File: src/hw/rtl/mm3_pkg.sv
// Shared types, constants and helper functions for the MurmurHash3 x64-128 stream hasher.
package mm3_pkg;

   // Default width of the running byte counter.
   localparam int LengthBitsDefault = 32;

   // Seed after reset and the largest length a C int holds.
   localparam logic [31:0] HashSeedReset = 32'd10457;
   localparam logic [63:0] IntMaxLen     = 64'h0000_0000_7fff_ffff;

   // Block mixing and finalizer constants.
   localparam logic [63:0] MixC1  = 64'h87c3_7b91_1142_53d5;
   localparam logic [63:0] MixC2  = 64'h4cf5_ad43_2745_937f;
   localparam logic [63:0] AddOne = 64'h0000_0000_52dc_e729;
   localparam logic [63:0] AddTwo = 64'h0000_0000_3849_5ab5;
   localparam logic [63:0] FinM1  = 64'hff51_afd7_ed55_8ccd;
   localparam logic [63:0] FinM2  = 64'hc4ce_b9fe_1a85_ec53;

   // Multiplier step codes: low partial product, then the two cross terms.
   localparam logic [1:0] MulStepLow    = 2'd0;
   localparam logic [1:0] MulStepCrossA = 2'd1;
   localparam logic [1:0] MulStepCrossB = 2'd2;

   // Request and response payloads.
   typedef struct packed {
      logic [63:0] low_word;
      logic [63:0] high_word;
      logic [4:0]  byte_count;
      logic        last;
   } req_type;

   typedef struct packed {
      logic [63:0] hash_low;
      logic [63:0] hash_high;
      logic        too_long;
   } rsp_type;

   // Datapath operations issued by the controller.
   typedef enum logic [3:0] {
      OP_NONE,
      OP_LOAD,
      OP_MUL,
      OP_ROT,
      OP_MIX1,
      OP_MIX2,
      OP_TAIL,
      OP_FIN_A,
      OP_FIN_B,
      OP_FMIX_LD,
      OP_FMIX_MID,
      OP_FMIX_END,
      OP_FIN_C,
      OP_FIN_D,
      OP_EMIT
   } op_type;

   // Multiplier constant pairs (lane one, lane two).
   typedef enum logic [1:0] {
      KSEL_R1,
      KSEL_R2,
      KSEL_F1,
      KSEL_F2
   } ksel_type;

   typedef struct packed {
      op_type     op;
      logic [1:0] step;
      ksel_type   ksel;
   } cmd_type;

   typedef struct packed {
      logic is_full;
      logic is_last;
   } status_type;

   // Controller states.
   typedef enum logic [3:0] {
      S_IDLE,
      S_K1,
      S_ROT,
      S_K2,
      S_APPLY,
      S_MIX2,
      S_FIN_A,
      S_FIN_B,
      S_FLD,
      S_F1,
      S_FMID,
      S_F2,
      S_FEND,
      S_FIN_C,
      S_FIN_D,
      S_EMIT
   } state_type;

   // Rotate a 64-bit word left by a fixed amount.
   function automatic logic [63:0] rotl64(input logic [63:0] x, input int unsigned r);
      return (x << r) | (x >> (64 - r));
   endfunction

   // Mask of the low n bytes of a word, n from 0 to 8.
   function automatic logic [63:0] byte_mask(input logic [3:0] n);
      logic [63:0] m;
      m = '0;
      for (int i = 0; i < 8; i++) begin
         if (4'(i) < n) begin
            m[8*i +: 8] = 8'hff;
         end
      end
      return m;
   endfunction

   // x * 5 + c as a shift and two adds.
   function automatic logic [63:0] mul5_add(input logic [63:0] x, input logic [63:0] c);
      return x + (x << 2) + c;
   endfunction

   // Pre-multiply step of fmix64.
   function automatic logic [63:0] fold33(input logic [63:0] x);
      return x ^ (x >> 33);
   endfunction

endpackage

File: src/hw/rtl/mm3_ctrl.sv
// Controller state machine that sequences the hash datapath and owns the handshakes.
module mm3_ctrl (
   input  logic               clock,
   input  logic               reset,
   input  logic               req_valid,
   output logic               req_ready,
   output logic               rsp_valid,
   input  logic               rsp_ready,
   input  mm3_pkg::status_type status,
   output mm3_pkg::cmd_type    cmd
);
   import mm3_pkg::*;

   state_type  state_ff, state_in;
   logic [1:0] step_ff, step_in;
   logic       rsp_valid_ff, rsp_valid_in;
   logic       emit;

   // Next state and datapath command.
   always_comb begin
      state_in  = state_ff;
      step_in   = step_ff;
      cmd.op    = OP_NONE;
      cmd.step  = step_ff;
      cmd.ksel  = KSEL_R1;
      req_ready = 1'b0;
      emit      = 1'b0;
      unique case (state_ff)
         S_IDLE: begin
            req_ready = 1'b1;
            if (req_valid) begin
               cmd.op   = OP_LOAD;
               state_in = S_K1;
            end
         end
         S_K1, S_K2, S_F1, S_F2: begin
            cmd.op = OP_MUL;
            unique case (state_ff)
               S_K2:    cmd.ksel = KSEL_R2;
               S_F1:    cmd.ksel = KSEL_F1;
               S_F2:    cmd.ksel = KSEL_F2;
               default: cmd.ksel = KSEL_R1;
            endcase
            if (step_ff == MulStepCrossB) begin
               step_in = MulStepLow;
               unique case (state_ff)
                  S_K1:    state_in = S_ROT;
                  S_K2:    state_in = S_APPLY;
                  S_F1:    state_in = S_FMID;
                  default: state_in = S_FEND;
               endcase
            end else begin
               step_in = step_ff + 2'd1;
            end
         end
         S_ROT: begin
            cmd.op   = OP_ROT;
            state_in = S_K2;
         end
         S_APPLY: begin
            if (status.is_full) begin
               cmd.op   = OP_MIX1;
               state_in = S_MIX2;
            end else begin
               cmd.op   = OP_TAIL;
               state_in = status.is_last ? S_FIN_A : S_IDLE;
            end
         end
         S_MIX2: begin
            cmd.op   = OP_MIX2;
            state_in = status.is_last ? S_FIN_A : S_IDLE;
         end
         S_FIN_A: begin
            cmd.op   = OP_FIN_A;
            state_in = S_FIN_B;
         end
         S_FIN_B: begin
            cmd.op   = OP_FIN_B;
            state_in = S_FLD;
         end
         S_FLD: begin
            cmd.op   = OP_FMIX_LD;
            state_in = S_F1;
         end
         S_FMID: begin
            cmd.op   = OP_FMIX_MID;
            state_in = S_F2;
         end
         S_FEND: begin
            cmd.op   = OP_FMIX_END;
            state_in = S_FIN_C;
         end
         S_FIN_C: begin
            cmd.op   = OP_FIN_C;
            state_in = S_FIN_D;
         end
         S_FIN_D: begin
            cmd.op   = OP_FIN_D;
            state_in = S_EMIT;
         end
         S_EMIT: begin
            // Wait until the result register is free.
            if (!rsp_valid_ff || rsp_ready) begin
               cmd.op   = OP_EMIT;
               emit     = 1'b1;
               state_in = S_IDLE;
            end
         end
         default: begin
            state_in = S_IDLE;
         end
      endcase
   end

   // Result valid: set on emit, cleared when taken.
   always_comb begin
      rsp_valid_in = rsp_valid_ff && !rsp_ready;
      if (emit) begin
         rsp_valid_in = 1'b1;
      end
   end

   always_ff @(posedge clock) begin
      if (reset) begin
         state_ff     <= S_IDLE;
         step_ff      <= MulStepLow;
         rsp_valid_ff <= 1'b0;
      end else begin
         state_ff     <= state_in;
         step_ff      <= step_in;
         rsp_valid_ff <= rsp_valid_in;
      end
   end

   assign rsp_valid = rsp_valid_ff;

   // The step counter only runs inside a multiply round.
   assert property (@(posedge clock) disable iff (reset)
      (step_ff != MulStepLow) |->
         (state_ff == S_K1 || state_ff == S_K2 || state_ff == S_F1 || state_ff == S_F2))
      else $error("multiplier step active outside a multiply round");

   // A new result appears only out of the emit state.
   assert property (@(posedge clock) disable iff (reset)
      $rose(rsp_valid_ff) |-> $past(state_ff == S_EMIT))
      else $error("response valid rose without an emit");

   // An accepted request always starts the first multiply round.
   assert property (@(posedge clock) disable iff (reset)
      (req_valid && req_ready) |=> (state_ff == S_K1 && step_ff == MulStepLow))
      else $error("accepted request did not start key mixing");

   // Emit never overwrites a result that has not been taken.
   assert property (@(posedge clock) disable iff (reset)
      (cmd.op == OP_EMIT) |-> (!rsp_valid_ff || rsp_ready))
      else $error("result overwritten before it was taken");

endmodule

File: config.mk
export PLATFORM = sky130hd
export DESIGN_NAME = mm3_ctrl
export DESIGN_NICKNAME = d
export VERILOG_FILES = /design/src/hw/rtl/mm3_pkg.sv /design/src/hw/rtl/mm3_ctrl.sv
export SDC_FILE = /design/constraint.sdc
export NUM_CORES = 1
export LEC_CHECK = 0
export BUFFER_PORTS_ARGS = -buffer_cell sky130_fd_sc_hd__buf_2
export CORE_MARGIN = 3
export CORE_UTILIZATION = 31
export CTS_BUF_LIST = sky130_fd_sc_hd__clkbuf_8
export CTS_CLUSTER_SIZE = 20
export DETAILED_ROUTE_END_ITERATION = 7
export GPL_TIMING_DRIVEN = 0
export PLACE_DENSITY = 0.57
export SLEW_MARGIN = 20
export SYNTH_ARGS = -nofsm -noshare
export SYNTH_HDL_FRONTEND = slang
export SYNTH_SLANG_ARGS = --single-unit
File: constraint.sdc
create_clock -name clock -period 1.3 [get_ports clock]
set_input_delay 0.065 -clock clock [delete_from_list [all_inputs] [get_ports clock]]
set_output_delay 0.065 -clock clock [all_outputs]
set_load 0.1 [all_outputs]
; After elaboration in Yosys (flattened, before gate mapping)
; Cells that the tools add are included.
[classes]
addsub = 1
eq_ne = 19
muxes = 18
n_reduce_logical = 7
[ops]
columns = op, count
row1 = 4-bit one-hot mux with 13 select lines, 2
row2 = 4-bit == test (second input constant), 8
row3 = 4-bit by 3-bit == test with 1-bit output (second input constant), 4
row4 = 4-bit 2-to-1 mux, 4
row5 = 4-bit one-hot mux with 3 select lines, 1
row6 = 4-bit by 2-bit == test with 1-bit output (second input constant), 2
row7 = 2-bit 2-to-1 mux, 3
row8 = 3-bit 2-to-1 mux, 2
row9 = 2-bit != test (second input constant), 3
row10 = 2-bit one-hot mux with 3 select lines, 1
row11 = 1-bit 2-to-1 mux, 5
row12 = 4-bit by 1-bit == test with 1-bit output (second input constant), 1
row13 = 4-bit logical NOT, 1
row14 = 4-bit OR reduction, 1
row15 = 3-bit AND reduction, 1
row16 = 2-bit by 1-bit adder with 2-bit output (second input constant), 1
row17 = 2-bit == test (second input constant), 1
row18 = 1-bit logical NOT, 2
row19 = 1-bit logical AND, 1
row20 = 1-bit logical OR, 1
[totals]
regBits = 7
input_bits = 6
elab_cells = 48

; Depth between registers and ports, before layout
[logic_depth]
word_depth = 5
mapped_depth = 4
mapped_depth_nobuf = 3

; Least setup slack after synthesis
; OpenSTA, ideal clock, no wires.
[synth_path]
path_type = register to register
start = reg state_ff[1]
end = reg state_ff[0]
setup_time_ns = 0.116
arrival_ns = 3.832
required_time_ns = 1.184
path_slack_ns = -2.648
path_stages_with_launch = 4
n_path_buf = 0
synth_period_minus_slack_ns = 3.948
path_cell_list = dfxtp_1 -> nor4_1 -> a21oi_1 -> o21a_1
[synth_via]
elab_chain_cells = 4
word_cells_on_any_way = 22
cone_classes = 18 x eq/ne / 1 x mux / 3 x reduce/logical
[synth_lines]
columns = item, line_no
row1 = from (decl), mm3_ctrl.sv:14  ; state_type state_ff, state_in;
row2 = from (signal assigned), mm3_ctrl.sv:129  ; state_ff <= state_in;
row3 = 4-bit by 1-bit == test with 1-bit output (tied with other cells), mm3_ctrl.sv:28  ; unique case (state_ff)
row4 = 4-bit OR reduction, mm3_ctrl.sv:28
row5 = 2-bit != test (no line), -
row6 = 3-bit AND reduction (no line), -
; Parallel ways exist; a longest one is shown, timed or not.
; A chain may end at the register's enable or synchronous reset.

==> results.py <==
metrics = {
    "placement": {
        "io_buffer_count": 14,
        "dpl.hpwl_microns": 1100,
        "routabilityCongestion": 0.782,
        "dpl_cell_area_sq_um": 727,
    },
    "pwr": {
        "power_frac_seq_pct": 25.2,
        "leakagePower_uw": 0.000395,
        "comb_power_share_pct": 42.7,
        "clockPowerShare_pct": 32.2,
        "irDropWorstVdd_v": 0.000626,
        "p_int_uw": 577,
        "p_sw_share_pct": 38.4,
        "p_switching_uw": 359,
        "pwr_density_cell_nw_per_um2": 906,
    },
    "setup_path": {
        "reg2reg_depth": 4,
        "cp-end-kind": "output pin",
        "worstPathMaxFanout": 7,
        "r2r_slack_ns": -0.03,
        "cpMaxStageDelayCell": "dfxtp_4",
        "cpPeakStageDelay_ns": 0.36,
        "worstPathArrival_ns": 1.42,
        "r2r_start": "state_ff[1]$_SDFFE_PP0P_",
        "critPathBufInv": 1,
        "criticalPathCategory": "reg2out",
        "critPathTopFamily": "compound AO/OA/AOI/OAI gates",
        "cp_cell_sequence": "or2_4, o311a_4, o21ai_4, buf_12",
        "cp.required_ns": 1.24,
        "startpoint_type": "flip-flop",
        "reg2reg_to": "state_ff[3]$_SDFFE_PP0P_",
    },
    "clock_network": {
        "clock_path_buffers": 2,
        "h-tree-depth": 1,
        "clock-root-buffer": "clkbuf_8",
        "cts_sinks": 7,
        "cts_tree": "done",
        "path_clk_slew_ns": 0.04,
        "insertion_delay_ns": 0.23,
        "numCtsBuffers": 3,
    },
    "flow_run": {
        "maxCapViolations": 0,
    },
    "routing": {
        "initialDrtViolationCount": 24,
        "vias_per_cell": 5.77,
        "post_drt_wl_per_cell_microns": 15.7,
        "num_vias": 664,
        "drtAntennaViolNets": 0,
        "drc": 0,
        "drt_wl_total_microns": 1810,
        "dr.pass1.iters": 4,
    },
    "floorplan": {
        "die_h_microns": 47.6,
        "coreArea_sq_um": 1560,
        "boundaryPins": 16,
        "die_area_sq_um": 2260,
        "initial_core_util_pct": 34.3,
        "die_w_microns": 47.6,
        "rows": 14,
    },
    "synth": {
        "synth_fp_nets": 77,
        "postSynthCellCount": 71,
        "synth_simple_gate_area_share_pct": 28.5,
        "synth-seq-area-share_pct": 26.2,
        "synth_top_family_by_area": "compound AO/OA/AOI/OAI gates",
        "synthMuxAreaShare_pct": 0,
        "yosysTopAreaCellShare_pct": 26.2,
        "synth_compound_area_share_pct": 33.2,
        "ys_ff_latch": 7,
        "ys_warn_count": 0,
        "syn_area_per_cell_sq_um": 7.54,
        "synth_area_leader_cell": "dfxtp_1",
        "syn-cell-area_sq_um": 536,
        "netlist_top_cells_area": "dfxtp_1 26%, a21oi_1 6.5%, nor2b_1 4.7%",
        "synthDistinctLibCells": 36,
        "synthAdderAreaFrac_pct": 0,
        "synthXorXnorAreaFrac_pct": 1.64,
    },
    "timing": {
        "fin_ws_ns": -0.185,
        "setup_violations": 6,
        "hold_violations": 0,
        "fmax_mhz": 673,
        "skew_ns": 0.00437,
        "fin_crit_sh_pct": 114,
        "relSlewSlack_pct": 67.9,
        "rsz0062_at_grt": "true",
        "drv_slew": 0,
        "worst_pin_slew_ns": 0.484,
        "hold_ws_ns": 0.166,
        "fin_crit_ns": 1.49,
    },
    "layout": {
        "area_growth_pct": 93.0,
        "diodes": 0,
        "final_area_sq_um": 1030,
        "seqCellArea_sq_um": 161,
        "multiInputGateArea_sq_um": 467,
        "fill_cells": 119,
        "nets": 106,
        "drive_gt1_share_pct": 55.6,
    },
    "grt": {
        "antenna_found_initial": 0,
        "grt_pass1_vias": 583,
        "grt_pass1_wl_microns": 2620,
        "track_usage_pct": 16.4,
        "grt_overflow": 0,
        "grt_max_degree": 11,
    },
    "worst_hold_path": {
        "hp-start": "status[1]",
        "hold_path_depth": 3,
        "hold_class": "in2reg",
        "min_to": "state_ff[2]$_SDFFE_PP0P_",
    },
    "outcome": {
        "violations": "negative setup slack",
        "status": "complete, but fails checks",
    },
}
worst min-delay path, cell delays in order:
cell and delay (ns):
buf_2 0.12, nand3b_1 0.08, a311oi_1 0.08
registers in the layout (all words and copies together), names as in the netlist:
register / flops
rsp_valid: 1
step_ff: 2
state_ff: 4
power by group through the flow:
stage | clock network [uW] | registers [uW] | logic (uW)
5_1_grt | 317 | 238 | 416
6_report | 301 | 236 | 400
3_3_place_gp | 0 | 245 | 301
3_5_place_dp | 0 | 246 | 301
2_1_floorplan | 0 | 278 | 224
4_1_cts | 306 | 236 | 364
cell families (layout without fill, tap and decap cells):
kind of cell,Yosys count,in the layout
flops,7,7
simple gates,26,26
xor+xnor,1,1
buf+inv,11,39
compound gates,26,26
synth_stat cells:
cell,instances
a21oi_1,7
dfxtp_1,7
inv_1,5
nand2_1,5
nor2_1,4
nor2b_1,4
buf_2,3
nand3b_1,3
a31oi_1,2
nand2b_1,2
o21ai_0,2
o22ai_1,2
o311a_1,2
a211o_1,1
a2bb2oi_1,1
a311oi_1,1
buf_1,1
buf_4,1
buf_6,1
nand4_1,1
nand4b_1,1
nor3b_1,1
nor4_1,1
nor4b_1,1
o211ai_1,1
o21a_1,1
o21ai_1,1
o21bai_1,1
o221ai_1,1
o2bb2ai_1,1
o31ai_1,1
o32ai_1,1
or2_2,1
or3_1,1
or3b_2,1
xor2_1,1
repair_timing:
item,4_1_cts,5_1_grt
endpoints found under the hold margin,0,0
setup endpoints to repair,9,8
pin swaps,2,7
buffers inserted,5,5
resized for setup,38,14
hold buffers,0,0
cell type report:
class                           count  share of cell area [%]
Buffer                              6                    6.30
Clock buffer                        3                    4.00
Clock inverter                      1                   0.363
Inverter                            5                    2.18
Multi-Input combinational cell     53                    45.2
Sequential cell                     7                    15.6
Tap cell                           16                    1.94
Timing Repair Buffer               24                    24.5
cell usage in the layout, fill, tap and decap left out, types with 2 or more instances in the layout:
master,n
a21oi_1,6
buf_12,7
buf_2,7
buf_4,8
buf_6,7
clkbuf_8,3
dfxtp_2,2
dfxtp_4,5
inv_1,4
nand2_1,4
nand2b_1,2
nand3b_1,3
nor2_1,2
nor2_4,2
nor2b_1,4
o21ai_4,2
metal layers:
metal / global-route usage (%) / up-vias / wire [microns]
met1: 20.3 / 320 / 804
li1: - / 320 / -
met2: 27.8 / 20 / 889
met3: 4.89 / 4 / 94
met5: 0 / - / 0
met4: 4.30 / 0 / 21
metrics by stage:
| stage | std cells | setup TNS [ns] | util, % | setup WS (ns) | power (uW) |
|---|---|---|---|---|---|
| 2_1_floorplan | 71 | -2.02 | - | -0.600 | 501 |
| 3_3_place_gp | 101 | -1.22 | 46.6 | -0.363 | 546 |
| 3_5_place_dp | 101 | -1.26 | 46.6 | -0.382 | 546 |
| 4_1_cts | 110 | -0.505 | 60.0 | -0.233 | 906 |
| 5_1_grt | 115 | -0.984 | 66.3 | -0.216 | 971 |
| 6_report | 115 | -0.663 | 66.3 | -0.185 | 937 |
worst max-delay path by stage:
| stage | start | endpoint | slack [ns] | cells after the start |
|---|---|---|---|---|
| 4_1_cts | state_ff[0]$_SDFFE_PP0P_ | cmd[5] | -0.23 | 4 |
| 2_1_floorplan | state_ff[0]$_SDFFE_PP0P_ | state_ff[0]$_SDFFE_PP0P_ | -0.60 | 3 |
| 3_3_place_gp | state_ff[1]$_SDFFE_PP0P_ | cmd[5] | -0.36 | 4 |
| 5_1_grt | state_ff[1]$_SDFFE_PP0P_ | cmd[4] | -0.22 | 4 |
| 6_report | state_ff[0]$_SDFFE_PP0P_ | cmd[5] | -0.19 | 4 |
| 3_5_place_dp | state_ff[1]$_SDFFE_PP0P_ | cmd[5] | -0.38 | 4 |
(Power assumes the default switching activity.)
